`config.mk`:
```
export PLATFORM = sky130hd
export DESIGN_NAME = pcr_div
export DESIGN_NICKNAME = d
export VERILOG_FILES = /design/src/rtl/pcr_div.sv
export SDC_FILE = /design/constraint.sdc
export NUM_CORES = 1
export LEC_CHECK = 0
export BUFFER_PORTS_ARGS = -buffer_cell sky130_fd_sc_hd__buf_4
export CAP_MARGIN = 25
export CORE_ASPECT_RATIO = 0.9
export CORE_MARGIN = 8
export CORE_UTILIZATION = 60
export CTS_BUF_LIST = sky130_fd_sc_hd__clkbuf_8 sky130_fd_sc_hd__clkbuf_16
export DETAILED_ROUTE_END_ITERATION = 8
export PLACE_DENSITY = 0.82
export SLEW_MARGIN = 20
export SYNTH_ARGS = -nofsm -noshare
export SYNTH_HDL_FRONTEND = slang
export SYNTH_SLANG_ARGS = --single-unit
```
`constraint.sdc`:
```
create_clock -name clk -period 6.9 [get_ports clk]
set_input_delay 1.035 -clock clk [delete_from_list [all_inputs] [get_ports clk]]
set_output_delay 1.035 -clock clk [all_outputs]
set_load 0.02 [all_outputs]
```
`src/rtl/pcr_div.sv`:
```
module pcr_div (
  input  logic        clk,
  input  logic        rst_n,
  input  logic        start,
  input  logic [63:0] num,
  input  logic [31:0] den,
  output logic        done,
  output logic [63:0] quo
);
  logic        busy_r;
  logic        done_r;
  logic [5:0]  cnt_r;
  logic [63:0] num_r;
  logic [31:0] den_r;
  logic [31:0] rem_r;
  logic [63:0] quo_r;
  logic [32:0] trial;
  logic        qbit;

  assign done = done_r;
  assign quo  = quo_r;
  assign trial = {rem_r, num_r[63]};
  assign qbit  = (trial >= {1'b0, den_r});

  always_ff @(posedge clk) begin
    if (start) begin
      num_r <= num;
      den_r <= den;
      rem_r <= '0;
    end else if (busy_r) begin
      num_r <= {num_r[62:0], 1'b0};
      rem_r <= qbit ? 32'(trial - {1'b0, den_r}) : trial[31:0];
      quo_r <= {quo_r[62:0], qbit};
    end
  end

  always_ff @(posedge clk) begin
    if (!rst_n) begin
      busy_r <= 1'b0;
      done_r <= 1'b0;
      cnt_r  <= '0;
    end else begin
      done_r <= 1'b0;
      if (start) begin
        busy_r <= 1'b1;
        cnt_r  <= '0;
      end else if (busy_r) begin
        cnt_r <= cnt_r + 6'd1;
        if (cnt_r == 6'd63) begin
          busy_r <= 1'b0;
          done_r <= 1'b1;
        end
      end
    end
  end
endmodule

```
-- After elaboration in Yosys (flattened, before gate mapping)
Index checks and enable logic that the tools add are counted.
- order comparisons: 1
- eq/ne operators: 1
- mux-type cells: 7
- bitwise logic cells: 3
- reductions and logical operators: 4
- add/subtract/negate cells: 2
- operator list (cell ; count):
    $mux W64 ; 2
    $ge A33 B32 Y1 ; 1
    $mux W32 ; 1
    $sub A32 B32 Y32 ; 1
    $add A6 B1 Y6 const B ; 1
    $eq A6 B6 Y1 const B ; 1
    $mux W1 ; 4
    $not A1 Y1 ; 3
    $reduce_or A3 Y1 ; 1
    $reduce_and A2 Y1 ; 1
    $reduce_bool A2 Y1 ; 1
    $reduce_or A2 Y1 ; 1
- bits of input ports: 99
- output and inout bits: 65
- flip-flop bits (word level): 200
- word-level logic and storage cells: 25

-- Logic depth before layout (Yosys ltp)
- word-level depth: 4
- depth in mapped cells: 13
- gate-level depth less buffers: 11

-- Worst setup path before layout
OpenSTA, ideal clock, no wires.
- path kind: input to register
- start: input start
- end: register rem_r[25]
- library setup time: 0.087 ns
- setup slack: 3.012 ns
- arrival: 3.800 ns
- buffers on the path: 1
- data required time: 6.813 ns
- stages on the path: 6
- cells stage by stage: inv_1 nand2_1 clkinv_1 clkbuf_1 a32oi_1 o31ai_1
- RTL lines (item ; line ; text):
    start, declared ; 4 ; input logic start,
    end signal, assigned ; 32 ; rem_r <= qbit ? 32'(trial - {1'b0, den_r}) : trial[31:0];
    end, declared ; 15 ; logic [31:0] rem_r;

-- Worst setup path after layout
- start: register den_r[6]
- end: register rem_r[17]
- longest elaborated chain between the ends: 2
- elaborated cells on any way between the ends: 3
- those cells by class: 1 x add/sub; 1 x order compare; 1 x mux
- RTL lines (item ; line ; text):
    start, declared ; 14 ; logic [31:0] den_r;
    start signal, assigned ; 28 ; den_r <= den;
    $sub A32 B32 Y32 or $ge A33 B32 Y1 (tied branches) ; 32, 23 ;
    $mux W32 (*) ; 32 ;
Every way passes the cells marked *; elsewhere a longest branch is shown, timed or not.
A chain may end at the register's enable or synchronous reset.

==> impl_summary.log <==
[metrics] total power per unit cell area: 246 mW/mm²
[metrics] number of max-cap violations: 0
[metrics] vias in the first global route: 6432
[metrics] Max Freq: 303 MHz
[metrics] sequential fraction of the synthesis area: 0.605
[metrics] most frequent cells after synthesis: edfxtp_1 (160), mux2_2 (63), nand2_1 (59)
[metrics] pin count of the biggest net entering global routing: 65
[metrics] count of clock tree sinks: 200
[metrics] total I/O pin count: 164
[metrics] post-synth top area share: 0.518
[metrics] number of endpoints failing setup at the final stage: 0
[metrics] post-route insts no fill: 1091
[metrics] nets in the synthesized netlist: 852
[metrics] root buffer selected by CTS: clkbuf_16
[metrics] worst stage delay on the critical path: 0.60 ns
[metrics] register-to-register path setup slack: 3.60 ns
[metrics] Global Route Usage Sum: 0.209
[metrics] post-CTS setup buffer count: 0
[metrics] Final Slew Violations: 0
[metrics] y dimension of the die: 134 µm
[metrics] wire length reported by the detailed router: 20900 µm
[metrics] cell type contributing the most total cell area after synthesis: edfxtp_1
[metrics] Yosys warning count: 0
[metrics] signed area change from the synthesized netlist to the final layout: 21.3%
[metrics] number of buffers added to fix hold violations after cts: 0
[metrics] top_reg_cell synth: edfxtp_1
[metrics] run status: completed
[metrics] number of buffers created by CTS: 17
[metrics] top cells by area in the synthesized netlist: edfxtp_1 (52%), dfxtp_1 (8.6%), mux2_2 (7.7%)
[metrics] flip-flop and latch count after synthesis: 200
[metrics] type of the worst setup path: reg2reg
[metrics] full die area: 0.0197 mm²
[metrics] WP data required: 7.18 ns
[metrics] RePlAce Congestion: 0.937
[metrics] critical hold path startpoint: quo[0]
[metrics] Cells after Synth: 719
[metrics] clock latency at the later pin of the worst-skew pair: 0.43 ns
[metrics] Die Wd: 147 µm
[metrics] overall overflow remaining after global route: 0
[metrics] Reg2Reg Launch Point: den_r[6]
[metrics] PnR worst setup slack: 3.60 ns
[metrics] area of the mapped netlist: 0.00927 mm²
[metrics] starting utilization of the core area: 0.607
[metrics] worst slack after detailed placement: 3.23 ns
[metrics] cell count of the worst reg-to-reg path: 11
[metrics] Post-synth ARST share: 0
[metrics] floorplan core area: 0.0153 mm²
[metrics] placed wire-length estimate: 14600 µm
[metrics] fin crit period: 3.30 ns
[metrics] Placed Cells: 1058
[metrics] Filler Cell Count: 1057
[metrics] antenna violations before repair: 0
[metrics] row count: 43
[metrics] final cycle utilization of the critical path: 0.479
[metrics] Max VDD drop: 197 µV
[metrics] TritonCTS clock tree: built
[metrics] DR vias: 6407
[metrics] Leak: 4.43 nW
[metrics] Max clock buf depth: 2
[metrics] most frequently used cell type in the post-synthesis netlist: edfxtp_1
[metrics] Reg-to-Reg End: rem_r[17]
[metrics] standard cell area after detailed placement: 0.0106 mm²
[metrics] final-stage net count: 1009
[metrics] startpoint types: flip-flop
[metrics] # port buffers: 163
[metrics] maximum fanout along the worst path: 24
[metrics] kind of end point of the critical path: flip-flop
[metrics] clock input transition at the sequential cells of the worst setup and hold paths: 0.08 ns
[metrics] global-route wire length before repair: 33200 µm
[metrics] Vias/cell: 5.87
[metrics] Avg WL per Cell: 19.2 µm
[metrics] Resized cells post-CTS: 0
[metrics] critical path's slowest cell: a31oi_4
[metrics] number of antenna-violating nets in the routed design: 0
[metrics] chain of cells forming the critical path: inv_1 -> ha_1 -> a21o_1 -> a221o_1 -> or2_1 -> o2111ai_2 -> a21oi_2 -> a31oi_4 -> inv_4 -> o311ai_0 -> a311oi_2
[metrics] Max H-tree Level: 4
[metrics] detailed-route DRC error count: 0
[metrics] antenna cell count: 0
[metrics] Slew Limit Headroom: 0.449
[metrics] number of DRC markers after the initial detailed-route iteration: 454
[metrics] cell family with most CP delay: compound AO/OA/AOI/OAI gates
[metrics] average cell area after synthesis: 12.9 µm²
[metrics] accumulated negative setup slack: 0 ns
[metrics] actual slew at the worst max-slew pin: 0.827 ns
[metrics] post-synth cell types: 62
[metrics] arrival time of the worst setup path: 3.59 ns
[metrics] worst hold slack: 0.458 ns
[metrics] post-route cell area: 0.0113 mm²
[metrics] worst setup skew after layout: 0.0112 ns
[metrics] count of endpoints failing hold in the final timing report: 0
[metrics] combined buffer and inverter count along the critical path: 2
[metrics] count of TritonRoute iterations in the first routing pass: 5
[metrics] layout cell share with drive strength beyond 1: 0.325
[metrics] Worst Hold End: quo[1]
[metrics] unrepaired setup endpoints after global routing: no
[metrics] Post-synth EDFFs: 160
[metrics] kind of path behind the tightest hold check: reg2reg
[metrics] number of cells traversed by the worst hold path: 0
-- kinds of logic after synthesis --
kind of cell,Yosys count,synth area share
AOI/OAI and AO/OA,156,0.129
xor gates and xnor gates,28,0.0264
adders and majority gates,34,0.0467
buffers and inverters,78,0.0352
DFF,200,0.605
muxes,68,0.0819
and+or+nand+nor,155,0.0765
-- layout by cell type, fill, tap and decap left out, types with 4 or more instances in the layout --
master | synthesis | routed
a31oi_1 | 7 | 7
o211ai_1 | 6 | 6
o311ai_0 | 4 | 4
nand2b_1 | 4 | 4
nand2_1 | 59 | 59
nand3_1 | 14 | 14
nor3_1 | 7 | 7
ha_1 | 33 | 33
nor2b_1 | 5 | 5
inv_1 | 46 | 45
inv_8 | 0 | 4
xnor2_1 | 16 | 16
mux2i_1 | 5 | 5
nand4_1 | 10 | 10
edfxtp_1 | 160 | 160
a21oi_1 | 31 | 31
o21bai_1 | 6 | 6
nor2_1 | 38 | 37
clkinv_8 | 0 | 4
clkbuf_16 | 0 | 17
mux2_2 | 63 | 63
o22ai_1 | 5 | 5
a311oi_2 | 14 | 14
o31ai_1 | 5 | 5
and3_1 | 5 | 5
xor2_1 | 12 | 12
a32oi_1 | 7 | 7
o21ai_0 | 23 | 23
a21o_1 | 13 | 13
a211oi_1 | 5 | 5
dfxtp_1 | 40 | 40
buf_4 | 0 | 167
o21a_1 | 6 | 6
-- layout make-up --
type                       instances  area (µm²)  share of cell area
inverter                          48         183              0.0162
sequential                       200        5610               0.498
clock inverter                    15         174              0.0155
tap                              202         253              0.0225
clock buffer                      17         425              0.0378
multi-input combinational        441        3340               0.297
timing repair buffer             168        1270               0.113
-- where the power goes --
group	leakage (nW)	switching, mW	internal, mW
sequential	1.83	0.0318	1.39
combinational	2.31	0.197	0.163
clock	0.290	0.497	0.491
total	4.43	0.725	2.04
-- sequential cells by signal (all words and copies together) (netlist names) --
signal,flops
rem_r,32
num_r,64
busy_r,1
done,1
cnt_r,6
den_r,32
quo,64
-- worst max path at each step --
stage                            to  startpoint  slack (ns)  depth (start not counted)
after floorplan           rem_r[25]       start        3.01                          6
after global placement    rem_r[17]    den_r[6]        3.33                         11
after detailed placement  rem_r[17]    den_r[6]        3.23                         11
after CTS                 rem_r[17]    den_r[6]        3.22                         11
after global routing      rem_r[17]    den_r[6]        3.42                         11
final                     rem_r[17]    den_r[6]        3.60                         11
-- metrics by stage --
step / power [mW] / utilization
after floorplan: 1.68 / -
after global placement: 1.78 / 0.696
after detailed placement: 1.80 / 0.696
after CTS: 2.78 / 0.735
after global routing: 2.87 / 0.736
final: 2.77 / 0.736
-- metal layers --
metal	wire, µm	global-route usage	up-vias
met5	0	0	-
met2	10000	0.341	242
li1	-	-	3007
met4	203	0.0504	0
met1	9270	0.272	3142
met3	1410	0.0603	16
Power figures use the tool's default switching activity.
