<file path="config.mk">
export PLATFORM = sky130hd
export DESIGN_NAME = pcr_front_flat
export DESIGN_NICKNAME = d
export VERILOG_FILES = /design/src/rtl/pcr_pkg.sv /design/src/rtl/pcr_in_if.sv /design/src/rtl/pcr_front.sv /design/src/flat_wrapper.sv
export SDC_FILE = /design/constraint.sdc
export NUM_CORES = 1
export LEC_CHECK = 0
export ABC_CLOCK_PERIOD_IN_PS = 5250
export BUFFER_PORTS_ARGS = -buffer_cell sky130_fd_sc_hd__buf_2
export CAP_MARGIN = 10
export CORE_MARGIN = 1.5
export CORE_UTILIZATION = 51
export CTS_BUF_LIST = sky130_fd_sc_hd__clkbuf_8
export CTS_CLUSTER_SIZE = 20
export DETAILED_ROUTE_END_ITERATION = 16
export GPL_ROUTABILITY_DRIVEN = 0
export MAX_ROUTING_LAYER = met4
export PLACE_DENSITY_LB_ADDON = 0.2
export SETUP_SLACK_MARGIN = 0.15
export SLEW_MARGIN = 10
export SYNTH_ARGS = -nofsm -noshare
export SYNTH_HDL_FRONTEND = slang
export SYNTH_SLANG_ARGS = --single-unit
export TNS_END_PERCENT = 1
</file>
<file path="constraint.sdc">
create_clock -name clk -period 5.25 [get_ports clk]
set_input_delay 1.575 -clock clk [delete_from_list [all_inputs] [get_ports clk]]
set_output_delay 1.575 -clock clk [all_outputs]
set_load 0.005 [all_outputs]
</file>
<file path="src/rtl/pcr_pkg.sv">
package pcr_pkg;
  localparam int MAX_RETURNS = 1024;
  localparam int ADDR_W = $clog2(MAX_RETURNS);
  localparam int CNT_W = $clog2(MAX_RETURNS + 2);
  localparam int PRICE_W = 32;
  localparam int RET_W = 32;
  localparam int SUM_W = RET_W + ADDR_W;
  localparam int CORR_W = 32;
  localparam int STATUS_W = 3;

  typedef logic [1:0] kind_t;
  localparam kind_t KIND_NONE = 2'd0;
  localparam kind_t KIND_ZERO = 2'd1;
  localparam kind_t KIND_OVF  = 2'd2;
  localparam kind_t KIND_RET  = 2'd3;

  localparam logic [STATUS_W-1:0] ST_OK         = 3'd0;
  localparam logic [STATUS_W-1:0] ST_FEW        = 3'd1;
  localparam logic [STATUS_W-1:0] ST_ZERO_PRICE = 3'd2;
  localparam logic [STATUS_W-1:0] ST_ZERO_VAR   = 3'd3;
  localparam logic [STATUS_W-1:0] ST_OVERFLOW   = 3'd4;

  typedef struct packed {
    logic [PRICE_W-1:0] price_a;
    logic [PRICE_W-1:0] price_b;
    logic [PRICE_W-1:0] prev_a;
    logic [PRICE_W-1:0] prev_b;
    kind_t              kind;
    logic               last;
  } pcr_ent_t;
endpackage

</file>
<file path="src/rtl/pcr_in_if.sv">
interface pcr_in_if;
  import pcr_pkg::*;
  logic               valid;
  logic               ready;
  logic [PRICE_W-1:0] price_a;
  logic [PRICE_W-1:0] price_b;
  logic               last;
  modport source (output valid, price_a, price_b, last, input ready);
  modport sink (input valid, price_a, price_b, last, output ready);
endinterface

</file>
<file path="src/rtl/pcr_front.sv">
module pcr_front (
  input  logic              clk,
  input  logic              rst_n,
  pcr_in_if.sink            in_chan,
  output logic              push_valid,
  output pcr_pkg::pcr_ent_t push_data,
  input  logic              push_ready
);
  import pcr_pkg::*;

  logic [CNT_W-1:0]   pc_r;
  logic [PRICE_W-1:0] prev_a_r;
  logic [PRICE_W-1:0] prev_b_r;
  kind_t              kind;
  logic               accept;

  assign in_chan.ready = push_ready;
  assign push_valid = in_chan.valid;
  assign accept = in_chan.valid && push_ready;

  always_comb begin
    if (pc_r == '0) begin
      kind = KIND_NONE;
    end else if (prev_a_r == '0 || prev_b_r == '0) begin
      kind = KIND_ZERO;
    end else if (pc_r > CNT_W'(MAX_RETURNS)) begin
      kind = KIND_OVF;
    end else begin
      kind = KIND_RET;
    end
  end

  always_comb begin
    push_data.price_a = in_chan.price_a;
    push_data.price_b = in_chan.price_b;
    push_data.prev_a  = prev_a_r;
    push_data.prev_b  = prev_b_r;
    push_data.kind    = kind;
    push_data.last    = in_chan.last;
  end

  always_ff @(posedge clk) begin
    if (!rst_n) begin
      pc_r     <= '0;
      prev_a_r <= '0;
      prev_b_r <= '0;
    end else if (accept) begin
      if (in_chan.last) begin
        pc_r     <= '0;
        prev_a_r <= '0;
        prev_b_r <= '0;
      end else begin
        if (pc_r <= CNT_W'(MAX_RETURNS)) begin
          pc_r <= pc_r + 1'b1;
        end
        prev_a_r <= in_chan.price_a;
        prev_b_r <= in_chan.price_b;
      end
    end
  end
endmodule

</file>
<file path="src/flat_wrapper.sv">
// flat-port wrapper written by rule: the top's interface ports become plain ports
module pcr_front_flat import pcr_pkg::*;
  (clk, rst_n, push_valid, push_data, push_ready, in_chan_valid, in_chan_price_a, in_chan_price_b, in_chan_last, in_chan_ready);
  pcr_in_if in_chan_i ();
  input  logic clk;
  input  logic rst_n;
  output logic push_valid;
  output pcr_pkg::pcr_ent_t push_data;
  input  logic push_ready;
  input wire logic [$bits(in_chan_i.valid)-1:0] in_chan_valid;
  input wire logic [$bits(in_chan_i.price_a)-1:0] in_chan_price_a;
  input wire logic [$bits(in_chan_i.price_b)-1:0] in_chan_price_b;
  input wire logic [$bits(in_chan_i.last)-1:0] in_chan_last;
  output wire logic [$bits(in_chan_i.ready)-1:0] in_chan_ready;
  assign in_chan_i.valid = in_chan_valid;
  assign in_chan_i.price_a = in_chan_price_a;
  assign in_chan_i.price_b = in_chan_price_b;
  assign in_chan_i.last = in_chan_last;
  assign in_chan_ready = in_chan_i.ready;
  pcr_front u_core (.clk(clk), .rst_n(rst_n), .in_chan(in_chan_i), .push_valid(push_valid), .push_data(push_data), .push_ready(push_ready));
endmodule
</file>
; ---- Word level (Yosys, flattened, before mapping)
; Index checks and enable logic that the tools add are counted.
[word_totals]
register_bits = 75
elab_cells = 20
[op_classes]
add_sub_neg = 1
order_cmp = 2
mux = 7
n_reduce_logical = 7
[op_table]
columns = op, count
row1 = 32-bit zero test, 2
row2 = 32-bit 2-to-1 mux, 2
row3 = 11-bit 2-to-1 mux, 2
row4 = 11-bit by 1-bit adder with 11-bit output (second input constant), 1
row5 = 11-bit greater-than comparator (second input constant), 1
row6 = 11-bit less-or-equal comparator (second input constant), 1
row7 = 11-bit zero test, 1
row8 = 2-bit 2-to-1 mux, 2
row9 = 2-bit AND reduction, 1
row10 = 2-bit nonzero test, 1
row11 = 1-bit logical AND, 1
row12 = 1-bit logical OR, 1
row13 = 1-bit 2-to-1 mux, 1

; ---- Depth between registers and ports, before layout
[logic_depth]
word_depth = 4
ltp_mapped = 6
depth_no_buf = 6

; ---- Worst setup path after synthesis
; Ideal clock, no wire load.
[synth_path]
path_type = input -> output
start = input push_ready
end = output in_chan_ready
arrival_ps = 1686
setup_slack_ps = 1989
stages = 1
cell_sequence = buf_4
[synth_rtl]
columns = element, line
row1 = from (decl), flat_wrapper.sv:9  ; input logic push_ready;
row2 = to (decl), flat_wrapper.sv:14  ; output wire logic [$bits(in_chan_i.ready)-1:0] in_chan_ready;
; No word-level cell between the ends.

; ---- Worst setup path in the final report
[layout_path]
start = input in_chan_last
end = output push_data[0] (netlist name)
[layout_rtl]
columns = element, line
row1 = from (decl), flat_wrapper.sv:13  ; input wire logic [$bits(in_chan_i.last)-1:0] in_chan_last;
row2 = to (decl), flat_wrapper.sv:8  ; output pcr_pkg::pcr_ent_t push_data;
; No word-level cell between the ends.

==> metrics.yaml <==
synthesis:
  ys_ff_latch: 75
  synth_cell_types: 35
  synth_top_area_share: 0.3830
  synth_edf_count: 0
  synthFlopType: "dfxtp_1"
  ys_seq_area_frac: 0.3830
  synth_area_leaders: "dfxtp_1, buf_4, nor3b_1"
  async_flop_share: 0
  synthesis.area_mm2: 0.003920
  synth_top_cell_by_area: "dfxtp_1"
  yosysWarningCount: 0
  avgSynthCellArea_um2: 8.653
  syn_nets: 524
  synth_cells: 453
setup_path:
  crit_end: "push_data[0]"
  crit_type: "primary input to output pin"
  slowest_delay_ns: 0.14
  rr_startpoint: "u_core.pc_r[0]"
  cp_common_cell: "buf_2"
  r2r_slack_ns: 3.24
  reg2reg_to: "u_core.pc_r[6]"
  crit_family: "buffers and inverters"
  setup.worst_path.start_class: "primary input"
  critPathCaptureType: "output pin"
  path_buf_inv: 2
  cp.depth: 2
  cpMaxStageDelayCell: "buf_2"
  critPathArrivalTime_ns: 1.85
  cp.required_ns: 3.68
  path_max_fanout: 3
  reg2reg_depth: 6
  cp-startpoint: "in_chan_last"
  cp_cell_sequence: "buf_2 > buf_2"
global_route:
  grt_max_degree: 104
  grt_overflow: 0
  track_usage: 0.2365
  grt_pass1_vias: 3192
  antenna_found_initial: 0
  grt_pass1_wl_um: 15260
die:
  initial_utilization: 0.5347
  die_h_um: 90.67
  ios: 202
  core_area_mm2: 0.007331
  row_count: 31
  dieArea_mm2: 0.008221
  die_w_um: 90.67
clock_tree:
  clock_latency_ns: 0.33
  path_clk_slew_ns: 0.07
  clock-root-buffer: "clkbuf_8"
  cts_made_buffers: 9
  cts_resized: 0
  cts_buffer_depth: 2
  cts_num_sinks: 75
  cts_tree: "built"
  cts-htree-levels: 3
  cts-hold-fix-buffers: 0
  post_cts_buffers: 0
timing:
  post-route-period-util: 0.6520
  setup_viol: 0
  relSlewSlack: 0.3547
  worstMarginPinSlew_ns: 0.9680
  rsz0062_at_grt: "no"
  slew_viol_final: 0
  clock.fmax_ghz: 0.2922
  skew_ns: 0.001841
  finalHoldViolCount: 0
  final.setup.tns_ns: 0
  fin_crit_ns: 3.423
pwr:
  power.switching_mw: 0.3007
  p_leak_nw: 1.997
  seqPwrFrac: 0.518
  clockPowerShare: 0.330
  total_power_mw: 1.149
  power.density_mw_per_mm2: 249.1
  vdd_drop_max_mv: 0.1505
  intPower_mw: 0.8485
  share_comb_of_total_power: 0.151
  power_switching_share: 0.2617
drt:
  initialDrtViolationCount: 94
  via_count: 3510
  wl_per_cell_um: 14.11
  ant_nets: 0
  route.detailed.drc: 0
  drt_first_pass_iters: 4
  routed_wl_um: 9454
  viasPerCell: 5.239
finish:
  antennaDiodeCount: 0
  layout-drive-gt1-share: 0.3958
  syn2layout_area_growth_pct: 17.71
  nets: 638
run:
  cap_violations: 0
min_path:
  hp-class: "flip-flop to flip-flop"
  whs_path_depth: 2
placement:
  dp_hpwl_um: 6717
  port_buffers: 201
status:
  status: "completed"
## worst reg2reg max path, delay by kind of cell (launching register included)
kind                       cells  cell delay [ns]
buffers and inverters          1             0.07
adders and majority gates      1             0.20
AOI/OAI and AO/OA              3             1.07
DFF                            1             0.43
and+or+nand+nor                1             0.14
## power by group through the flow
stage	logic, mW	registers, mW	clock network, mW
3_3_place_gp	0.174	0.608	0
4_1_cts	0.176	0.595	0.395
5_1_grt	0.193	0.598	0.413
2_1_floorplan	0.123	0.608	0
3_5_place_dp	0.176	0.609	0
6_report	0.174	0.595	0.380
## logic make-up after synthesis
| logic type | after synthesis | synth area share |
|---|---|---|
| AOI/OAI and AO/OA | 97 | 0.1436 |
| buffers and inverters | 104 | 0.1644 |
| DFF | 75 | 0.3830 |
| and+or+nand+nor | 175 | 0.3026 |
| adders and majority gates | 2 | 0.006383 |
## worst min-delay path by stage
stage                        start                   to  slack, ns
6_report       u_core.prev_a_r[15]  u_core.prev_a_r[15]       0.53
5_1_grt         u_core.prev_a_r[8]   u_core.prev_a_r[8]       0.56
4_1_cts         u_core.prev_a_r[5]   u_core.prev_a_r[5]       0.53
3_5_place_dp   u_core.prev_b_r[19]  u_core.prev_b_r[19]       0.52
3_3_place_gp    u_core.prev_a_r[5]   u_core.prev_a_r[5]       0.51
2_1_floorplan       u_core.pc_r[9]       u_core.pc_r[9]       0.49
## flip-flops by register name, indices dropped and copies added (netlist names)
register and cells:
u_core.prev_a_r 32, u_core.prev_b_r 32, u_core.pc_r 11
## Yosys cell counts (2+ instances only)
cell type / instances
dfxtp_1: 75
a21oi_1: 68
buf_4: 67
nor2b_1: 65
nor3b_1: 65
clkbuf_1: 28
nor4_1: 16
nand3_1: 6
nand4_1: 6
nand2_1: 5
o311ai_1: 5
o31ai_1: 5
a31oi_1: 4
buf_1: 4
o21ai_1: 4
inv_1: 3
o311ai_0: 3
a21boi_1: 2
a41oi_1: 2
and4_1: 2
buf_2: 2
ha_1: 2
nor2_1: 2
## final cells by class
cell class | instances | area (µm²)
Inverter | 3 | 11.26
Sequential cell | 75 | 1501
Multi-Input combinational cell | 274 | 1782
Timing Repair Buffer | 204 | 1028
Tap cell | 99 | 123.9
Clock buffer | 10 | 137.6
Fill cell | 690 | 2716
Clock inverter | 5 | 30.03
## placed cells by master (no fill, tap or decap)
cell        count
a31o_2          1
nand2b_1        1
nor4b_4         1
o21ai_1         4
clkinvlp_4      2
nor2_2          1
o21ai_0         1
nand3_1         6
and4_2          1
or4b_1          1
nor4_1         16
nor3b_1        65
and4_1          2
nand2_1         4
nand2_4         1
o311ai_1        5
ha_1            2
a21oi_1        68
clkbuf_8       10
nor2b_1        65
nand4_1         6
buf_4           3
dfxtp_1        75
o22a_1          1
or4_1           1
a41oi_1         2
a311oi_2        1
nor2_1          2
buf_2         201
a31oi_1         4
and3_1          1
o31ai_1         5
a21boi_1        2
nor3_2          1
inv_1           3
o311ai_0        3
clkinv_2        3
## layer usage
metal	track usage	vias up	share of wire
met3	0.04125	12	0.054
met1	0.2802	1612	0.44
met5	-	-	0
met2	0.3985	128	0.49
met4	0.09127	0	0.016
li1	-	1758	-
## per-stage QoR
step / cells / setup WS [ns] / instance area, µm² / hold WS [ns] / util
after floorplan: 453 / 1.989 / 3920 / 0.4930 / -
after global placement: 655 / 1.835 / 4447 / 0.5124 / 0.6066
after detailed placement: 655 / 1.827 / 4447 / 0.5222 / 0.6066
after CTS: 670 / 1.826 / 4614 / 0.5330 / 0.6295
after global routing: 670 / 1.677 / 4614 / 0.5575 / 0.6295
final: 670 / 1.827 / 4614 / 0.5283 / 0.6295
No activity file was read; power rests on OpenSTA's default activity.
