File: config.mk
export PLATFORM = sky130hd
export DESIGN_NAME = pcr_fifo
export DESIGN_NICKNAME = d
export VERILOG_FILES = /design/src/rtl/pcr_pkg.sv /design/src/rtl/pcr_fifo.sv
export SDC_FILE = /design/constraint.sdc
export NUM_CORES = 1
export LEC_CHECK = 0
export ABC_AREA = 1
export BUFFER_PORTS_ARGS = -buffer_cell sky130_fd_sc_hd__buf_2
export CAP_MARGIN = 10
export CORE_MARGIN = 2
export CORE_UTILIZATION = 45
export CTS_CLUSTER_DIAMETER = 40
export CTS_CLUSTER_SIZE = 12
export DETAILED_ROUTE_END_ITERATION = 10
export HOLD_SLACK_MARGIN = 0.02
export PLACE_DENSITY = 0.7
export SLEW_MARGIN = 20
export SYNTH_ARGS = -nofsm -noshare
export SYNTH_HDL_FRONTEND = slang
export SYNTH_SLANG_ARGS = --single-unit
File: constraint.sdc
create_clock -name clk -period 17.3 [get_ports clk]
set_clock_uncertainty 0.2 [all_clocks]
set_input_delay 1.73 -clock clk [delete_from_list [all_inputs] [get_ports clk]]
set_output_delay 1.73 -clock clk [all_outputs]
set_load 0.1 [all_outputs]
File: src/rtl/pcr_pkg.sv
package pcr_pkg;
  localparam int MAX_RETURNS = 1024;
  localparam int ADDR_W = $clog2(MAX_RETURNS);
  localparam int CNT_W = $clog2(MAX_RETURNS + 2);
  localparam int PRICE_W = 32;
  localparam int RET_W = 32;
  localparam int SUM_W = RET_W + ADDR_W;
  localparam int CORR_W = 32;
  localparam int STATUS_W = 3;

  typedef logic [1:0] kind_t;
  localparam kind_t KIND_NONE = 2'd0;
  localparam kind_t KIND_ZERO = 2'd1;
  localparam kind_t KIND_OVF  = 2'd2;
  localparam kind_t KIND_RET  = 2'd3;

  localparam logic [STATUS_W-1:0] ST_OK         = 3'd0;
  localparam logic [STATUS_W-1:0] ST_FEW        = 3'd1;
  localparam logic [STATUS_W-1:0] ST_ZERO_PRICE = 3'd2;
  localparam logic [STATUS_W-1:0] ST_ZERO_VAR   = 3'd3;
  localparam logic [STATUS_W-1:0] ST_OVERFLOW   = 3'd4;

  typedef struct packed {
    logic [PRICE_W-1:0] price_a;
    logic [PRICE_W-1:0] price_b;
    logic [PRICE_W-1:0] prev_a;
    logic [PRICE_W-1:0] prev_b;
    kind_t              kind;
    logic               last;
  } pcr_ent_t;
endpackage

File: src/rtl/pcr_fifo.sv
module pcr_fifo (
  input  logic              clk,
  input  logic              rst_n,
  input  logic              push_valid,
  input  pcr_pkg::pcr_ent_t push_data,
  output logic              push_ready,
  output logic              pop_valid,
  output pcr_pkg::pcr_ent_t pop_data,
  input  logic              pop
);
  import pcr_pkg::*;

  pcr_ent_t   slot_r [2];
  logic       wp_r;
  logic       rp_r;
  logic [1:0] cnt_r;
  logic       do_push;
  logic       do_pop;

  assign push_ready = (cnt_r != 2'd2);
  assign pop_valid  = (cnt_r != 2'd0);
  assign pop_data   = slot_r[rp_r];
  assign do_push    = push_valid && push_ready;
  assign do_pop     = pop && pop_valid;

  always_ff @(posedge clk) begin
    if (do_push) begin
      slot_r[wp_r] <= push_data;
    end
  end

  always_ff @(posedge clk) begin
    if (!rst_n) begin
      wp_r  <= 1'b0;
      rp_r  <= 1'b0;
      cnt_r <= 2'd0;
    end else begin
      if (do_push) begin
        wp_r <= ~wp_r;
      end
      if (do_pop) begin
        rp_r <= ~rp_r;
      end
      if (do_push && !do_pop) begin
        cnt_r <= cnt_r + 2'd1;
      end else if (do_pop && !do_push) begin
        cnt_r <= cnt_r - 2'd1;
      end
    end
  end
endmodule

Word-level counts from Yosys, hierarchy flattened
Memories as Yosys holds them, arrays and structs flattened. A register that Yosys moved wholly into a read port is not among the register bits.
Cells that the tools add are included.
Word-level totals
  input port bits: 135
  logic and storage cells: 23
  register bits after elaboration: 4
  RAM bits: 262
  output and inout bits: 133
  memories kept: 1
Operators by class
  equal/unequal tests: 1
  mux-type cells: 6
  bitwise logic cells: 2
  add/sub/neg operators: 2
  reductions and logical operators: 8
Memory list
  slot_r: words 2, bits a word 131, read ports 1, clocked after memory_dff 1, wr ports 1, line pcr_fifo.sv:13  | pcr_ent_t slot_r [2];
Operators with widths (number)
  1-bit logical AND: 4
  1-bit 2-to-1 mux: 4
  2-bit 2-to-1 mux: 2
  2-bit nonzero test: 2
  2-bit by 1-bit adder with 2-bit output, second input constant: 1
  1-bit logical NOT: 2
  2-bit != test, second input constant: 1
  1-bit NOT: 2
  2-bit by 1-bit subtractor with 2-bit output, second input constant: 1

Longest topological paths before layout
Gate-level depths: netlist of the first run.
  word-level depth: 6
  depth in mapped cells: 11
  gate-level depth less buffers: 11

Worst setup path after synthesis of the first run
OpenSTA, ideal clock, no wires.
  path kind: input port to flip-flop
  start: input port push_valid
  end: memory slot_r[0][0] in the netlist's numbering (enable)
  arrival time: 7325 ps
  required time: 16477 ps
  path slack: 9152 ps
  stages on the path: 2
  library setup time: 623 ps
  path buffers: 0
  path through: nand2_1 > nor2_1
On the way
  longest elaborated chain between the ends: 3
RTL lines
  from (decl): line pcr_fifo.sv:4  | input logic push_valid,
  1-bit logical AND: line pcr_fifo.sv:23  | assign do_push = push_valid && push_ready;
  1-bit 2-to-1 mux: line pcr_fifo.sv:27  | if (do_push) begin
  1-bit 2-to-1 mux (not written as such): line pcr_fifo.sv:28  | slot_r[wp_r] <= push_data;
  to (decl): line pcr_fifo.sv:13
No other way between the ends.

==> results.json, run 1 <==
{
  "vias_per_cell": 4.85,
  "r2r_slack_ps": 14520,
  "status": "completed",
  "dpl.hpwl_um": 12800,
  "yosysTopAreaCellShare_pct": 78.1,
  "critical_path.top_delay_family": "buffers and inverters",
  "powerDensity_nw_per_um2": 197,
  "regArea_sq_um": 7970,
  "crit_top_cell": "buf_4",
  "ir_worst_vdd_v": 0.000189,
  "max-cap-violations": 0,
  "hold_buffers": 0,
  "synth_top_area_cell": "edfxtp_1",
  "start_util_pct": 46.0,
  "synth.avg_cell_area_sq_um": 22.6,
  "path_class": "register to output port",
  "worst_ep_required_time_ps": 15370,
  "synthesis.nets": 581,
  "grt_util_met3_pct": 5.44,
  "synth_area_leaders": "edfxtp_1 78%, mux2_4 13%, mux2_2 4.6%, buf_6 1.1%, dfxtp_1 0.99%",
  "antenna_found_initial": 4,
  "cts_made_buffers": 31,
  "min_period_ps": 5540,
  "ys_seq_area_share_pct": 79.1,
  "rows": 54,
  "total_power_mw": 2.50,
  "grt_pass1_wl_um": 29000,
  "die_h_um": 154,
  "cts_setup_buffers": 0,
  "ys.warnings.count": 0,
  "worstPathCellList": "buf_4 > buf_4 > mux2_4 > buf_2",
  "rr_worst_depth": 6,
  "slew_viol_final": 0,
  "hold_path_depth": 2,
  "drive_above_1_share_pct": 59.7,
  "critPathCaptureType": "output port",
  "worst_pin_slew_ps": 901,
  "drc": 0,
  "drt_first_pass_iters": 4,
  "crit_end": "pop_data[73]",
  "timing.slew.headroom_pct": 39.9,
  "rr_endpoint": "slot_r[0][58]",
  "yosys_register_bits": 267,
  "ios": 268,
  "report.final.hold_viol_count": 0,
  "drtAntennaViolNets": 0,
  "clock.fmax_ghz": 0.181,
  "grt_usage_pct": 15.6,
  "max_stage_delay_ps": 820,
  "grt_util_met1_pct": 19.3,
  "htreeDepth": 1,
  "syn_area_sq_um": 10100,
  "clock-root-buffer": "clkbuf_16",
  "worstPathMaxFanout": 50,
  "cts_num_sinks": 267,
  "use_met2_pct": 25.9,
  "place.gp.congestion": 0.748,
  "num_vias": 5030,
  "routed_wl_um": 19100,
  "clk_pin_slew_ps": 60,
  "p_leak_nw": 4.93,
  "nets": 872,
  "path_depth": 4,
  "cp-start-kind": "register",
  "syn_inst": 445,
  "cts.path.max_buffers": 3,
  "grt-busiest-layer": "met2",
  "die_w_um": 154,
  "tritoncts": "done",
  "finalSetupViolCount": 0,
  "rsz0062_at_grt": "no",
  "cp.buffers_inverters": 3,
  "ctsResizeCount": 0,
  "r2r-start": "cnt_r[0]",
  "crit_slowest_cell": "buf_4",
  "setup_tns_ps": 0,
  "dieArea_sq_um": 23600,
  "synth_cell_types": 16,
  "wl_per_cell_um": 18.4,
  "layout-area-overhead-vs-synth_pct": 25.8,
  "arrival_ps": 3610,
  "overflow": 0,
  "hold_class": "register to register",
  "fill_cells": 1659,
  "period_share_pct": 32.0,
  "drt_iter0_markers": 255,
  "clk_latency_ps": 530,
  "grt_pass1_vias": 5439,
  "grt_max_degree": 83,
  "io_buffer_count": 267,
  "fin_util_pct": 57.9,
  "multiInputGateArea_sq_um": 1940,
  "core_area_sq_um": 21900
}
==> worst register-to-register path: stages, from the launching register on <==
cell and delay [ps]:
dfxtp_1 350, inv_1 90, nand2_1 90, nand2_1 160, nor2_4 120, buf_6 640
buf_4 720
==> layer usage <==
layer | vias to the layer above | wire, um | share of wire, %
met2 | 220 | 9200 | 48
met4 | 4 | 446 | 2.3
met1 | 2431 | 7720 | 40
li1 | 2335 | - | -
met5 | - | 27 | 0.14
met3 | 40 | 1680 | 8.8
==> through the flow <==
| step | cells | hold WS [ps] | cell area (sq um) | setup WS [ps] |
|---|---|---|---|---|
| final | 1037 | 323 | 12700 | 11760 |
| after global routing | 1037 | 364 | 12700 | 11550 |
| after CTS | 1035 | 320 | 12700 | 11680 |
| after detailed placement | 983 | 299 | 11700 | 12260 |
| after global placement | 983 | 287 | 11700 | 12320 |
| after floorplan | 445 | 267 | 10100 | 9150 |
==> report_power, final <==
group,switching (mW),internal (mW)
registers,0.0336,0.820
logic,0.822,0.204
clock network,0.235,0.383
total,1.09,1.41
==> cell usage after synthesis <==
library cell / n
buf_2: 4
ha_1: 1
o21a_1: 1
nand4_1: 1
nand2_1: 9
nand3_1: 1
mux2_4: 90
mux2_2: 41
a21oi_1: 1
o21ai_0: 2
dfxtp_1: 5
edfxtp_1: 262
nor2_1: 8
inv_1: 8
buf_8: 1
buf_6: 10
==> flip-flops by register name, indices dropped and copies added (netlist names), named ones only <==
| signal | count |
|---|---|
| cnt_r | 2 |
| slot_r | 262 |
| rp_r | 1 |
| wp_r | 1 |
==> cell usage in the layout, fill, tap and decap left out, types with 2 or more instances in the layout <==
cell	count
edfxtp_1	262
o21ai_0	2
mux2_2	41
clkbuf_1	2
inv_1	8
clkinvlp_4	3
buf_6	2
bufinv_16	4
clkinv_1	6
dfxtp_1	4
buf_4	4
clkbuf_16	31
mux2_4	90
clkinv_4	2
nor2_4	2
buf_2	267
diode_2	2
nor2_1	6
clkinv_2	4
nand2_1	9
==> cells by family after synthesis <==
logic type	synth area share [%]
multiplexers	18.0
flip-flops	79.1
AND/OR/NAND/NOR	0.746
adder cells (fa/ha/maj)	0.124
buffers and inverters	1.76
AO/OA/AOI/OAI	0.224
==> worst min path at each step <==
stage          start  endpoint
6_report        rp_r      rp_r
5_1_grt         rp_r  register
4_1_cts         rp_r      rp_r
3_5_place_dp    rp_r      rp_r
3_3_place_gp    rp_r      rp_r
2_1_floorplan   rp_r  register
==> area by class of cell <==
class                           count  area share [%]
Clock inverter                     19            1.60
Antenna cell                        2          0.0395
Inverter                            8           0.237
Multi-Input combinational cell    155            15.3
Sequential cell                   267            62.9
Timing Repair Buffer              273            11.0
Clock buffer                       33            6.18
Tap cell                          280            2.77
No activity file was read; power rests on OpenSTA's default activity.
==> run 2: changes to the inputs <==
- ABC_AREA: 1 -> 0
- clock period: 17.3 -> 5.8 ns (I/O delays scaled with it)
==> run 2 against run 1 <==
Compared with the run above: non-clock buffer count up 1; synthesized cell count down 2.9%; via count up 0.91%; critical path depth unchanged; sequential share of layout area down 1.3 points; synthesized area about the same; routed wire length down 1.2%; first-iteration DRC count down 2.7%; worst setup slack worse by 9300 ps; register-to-register slack worse by 11000 ps; highest routed layer unchanged; cell area up 2.1%; count of clock-buffer cells in the layout up 12.
==> results.json, run 2 <==
{
  "clock-root-buffer": "clkbuf_16",
  "hold_class": "primary input to register",
  "clock.fmax_ghz": 0.299,
  "tritoncts": "done",
  "max-cap-violations": 0,
  "top_regs": "slot_r x262, cnt_r x2",
  "slew_viol_final": 0,
  "hold_buffers": 0,
  "timing.slew.headroom_pct": 45.3,
  "cts_made_buffers": 37,
  "min_period_ps": 3350,
  "nets": 866,
  "htreeDepth": 2,
  "io_buffer_count": 267,
  "final_common_cell": "buf_2",
  "rsz0062_at_grt": "no",
  "grt_max_degree": 83,
  "critPathCaptureType": "output port",
  "synthTopCellsByCount": "262 x edfxtp_1, 90 x mux2_4, 41 x mux2_2",
  "start_util_pct": 46.0,
  "cts.path.max_buffers": 3,
  "drive_above_1_share_pct": 61.9,
  "synth.avg_cell_area_sq_um": 23.3,
  "cts_setup_buffers": 0,
  "drt_iter0_markers": 248,
  "synth_top_family_by_area": "multiplexers",
  "die_h_um": 154,
  "path_class": "register to output port",
  "layout-area-overhead-vs-synth_pct": 28.5,
  "yosys_register_bits": 267,
  "worst_pin_slew_ps": 821,
  "dieArea_sq_um": 23600,
  "antenna_found_initial": 3,
  "r2r_slack_ps": 3120,
  "status": "completed",
  "hold_start": "push_data[31]",
  "synth-simple-area-share_pct": 0.646,
  "syn_area_sq_um": 10100,
  "synthFlopType": "edfxtp_1",
  "report.final.hold_viol_count": 0,
  "final_cell_mix": "267 x buf_2, 262 x edfxtp_1, 90 x mux2_4, 41 x mux2_2, 39 x clkbuf_16",
  "core_area_sq_um": 21900,
  "synthesis.nets": 568,
  "setup_tns_ps": 0,
  "clk_pin_slew_ps": 60,
  "drt_first_pass_iters": 4,
  "largest_reg_flops": 262,
  "ys_seq_area_share_pct": 79.1,
  "num_vias": 5076,
  "overflow": 0,
  "holdWs_ps": 66.8,
  "yosysMostFrequentCell": "edfxtp_1",
  "place.gp.congestion": 0.793,
  "synth_mux_area_share_pct": 18.0,
  "finalSetupViolCount": 0,
  "grt_usage_pct": 15.4,
  "rows": 54,
  "clk_latency_ps": 490,
  "yosys.area_share.adder_pct": 0.124,
  "grt_pass1_vias": 5354,
  "synth_compound_area_share_pct": 0.348,
  "yosysTopAreaCellShare_pct": 78.1,
  "worst_ep_required_time_ps": 5020,
  "ctsResizeCount": 0,
  "drtAntennaViolNets": 0,
  "vias_per_cell": 4.89,
  "worstPathMaxFanout": 38,
  "arrival_ps": 2570,
  "die_w_um": 154,
  "syn_inst": 432,
  "wl_per_cell_um": 18.2,
  "cts_num_sinks": 267,
  "cp-start-kind": "register",
  "synth_area_leaders": "edfxtp_1 78%, mux2_4 13%, mux2_2 4.6%, buf_6 1.1%, dfxtp_1 0.99%",
  "period_share_pct": 57.8,
  "ys.warnings.count": 0,
  "synth-async-reset-ratio_pct": 0,
  "synthXorXnorAreaFrac_pct": 0.261,
  "grt_pass1_wl_um": 28700,
  "ios": 268,
  "routed_wl_um": 18800,
  "synth_cell_types": 22,
  "synth_edf_count": 262,
  "r2r-start": "cnt_r[0]",
  "regMostFlops": "slot_r",
  "drc": 0,
  "synth_top_area_cell": "edfxtp_1",
  "dpl.hpwl_um": 12700
}
-- run 2: cells by family after synthesis --
family          Yosys count
buf+inv                  16
xor+xnor                  3
flops                   267
compound gates            5
mux                     131
fa+ha+maj                 1
simple gates              9
-- run 2: critical path: stages, from the launching register on --
cell,delay (ps)
dfxtp_4,630
buf_16,310
buf_4,430
mux2_4,220
buf_2,420
-- run 2: area by class of cell --
type	instances	area [sq um]
Timing Repair Buffer	274	1410
Clock buffer	45	998
Tap cell	280	350
Fill cell	1631	8950
Antenna cell	3	7.51
Multi-Input combinational cell	149	1960
Inverter	1	8.76
Sequential cell	267	7970
Clock inverter	19	236
-- run 2: worst paths after layout --
path	end	depth (start not counted)
worst max-delay path	pop_data[77]	4
worst min-delay path	slot_r[1][31]	1
worst max register to register	slot_r[0][113]	4
worst min register to register	cnt_r[1]	2
-- run 2: through the flow --
stage,instances,cell area (sq um),setup WS (ps),utilization (%)
after detailed placement,970,11700,2680,53.3
after CTS,1034,12900,2160,58.9
after global placement,970,11700,2710,53.3
after floorplan,432,10100,1230,-
final,1038,12900,2450,59.1
after global routing,1037,12900,2320,59.1
-- run 2: layer usage --
metal / part of all wire (%) / global-route usage, % / vias up
li1: - / - / 2321
met1: 40 / 18.7 / 2518
met2: 49 / 25.9 / 205
met3: 8.6 / 5.52 / 30
met4: 2.0 / 4.94 / 2
met5: 0.069 / 0 / -
Power of run 2 is left out: the tool's default activity adds up to more than one toggle a clock period on the data nets, which glitch-free logic cannot reach.
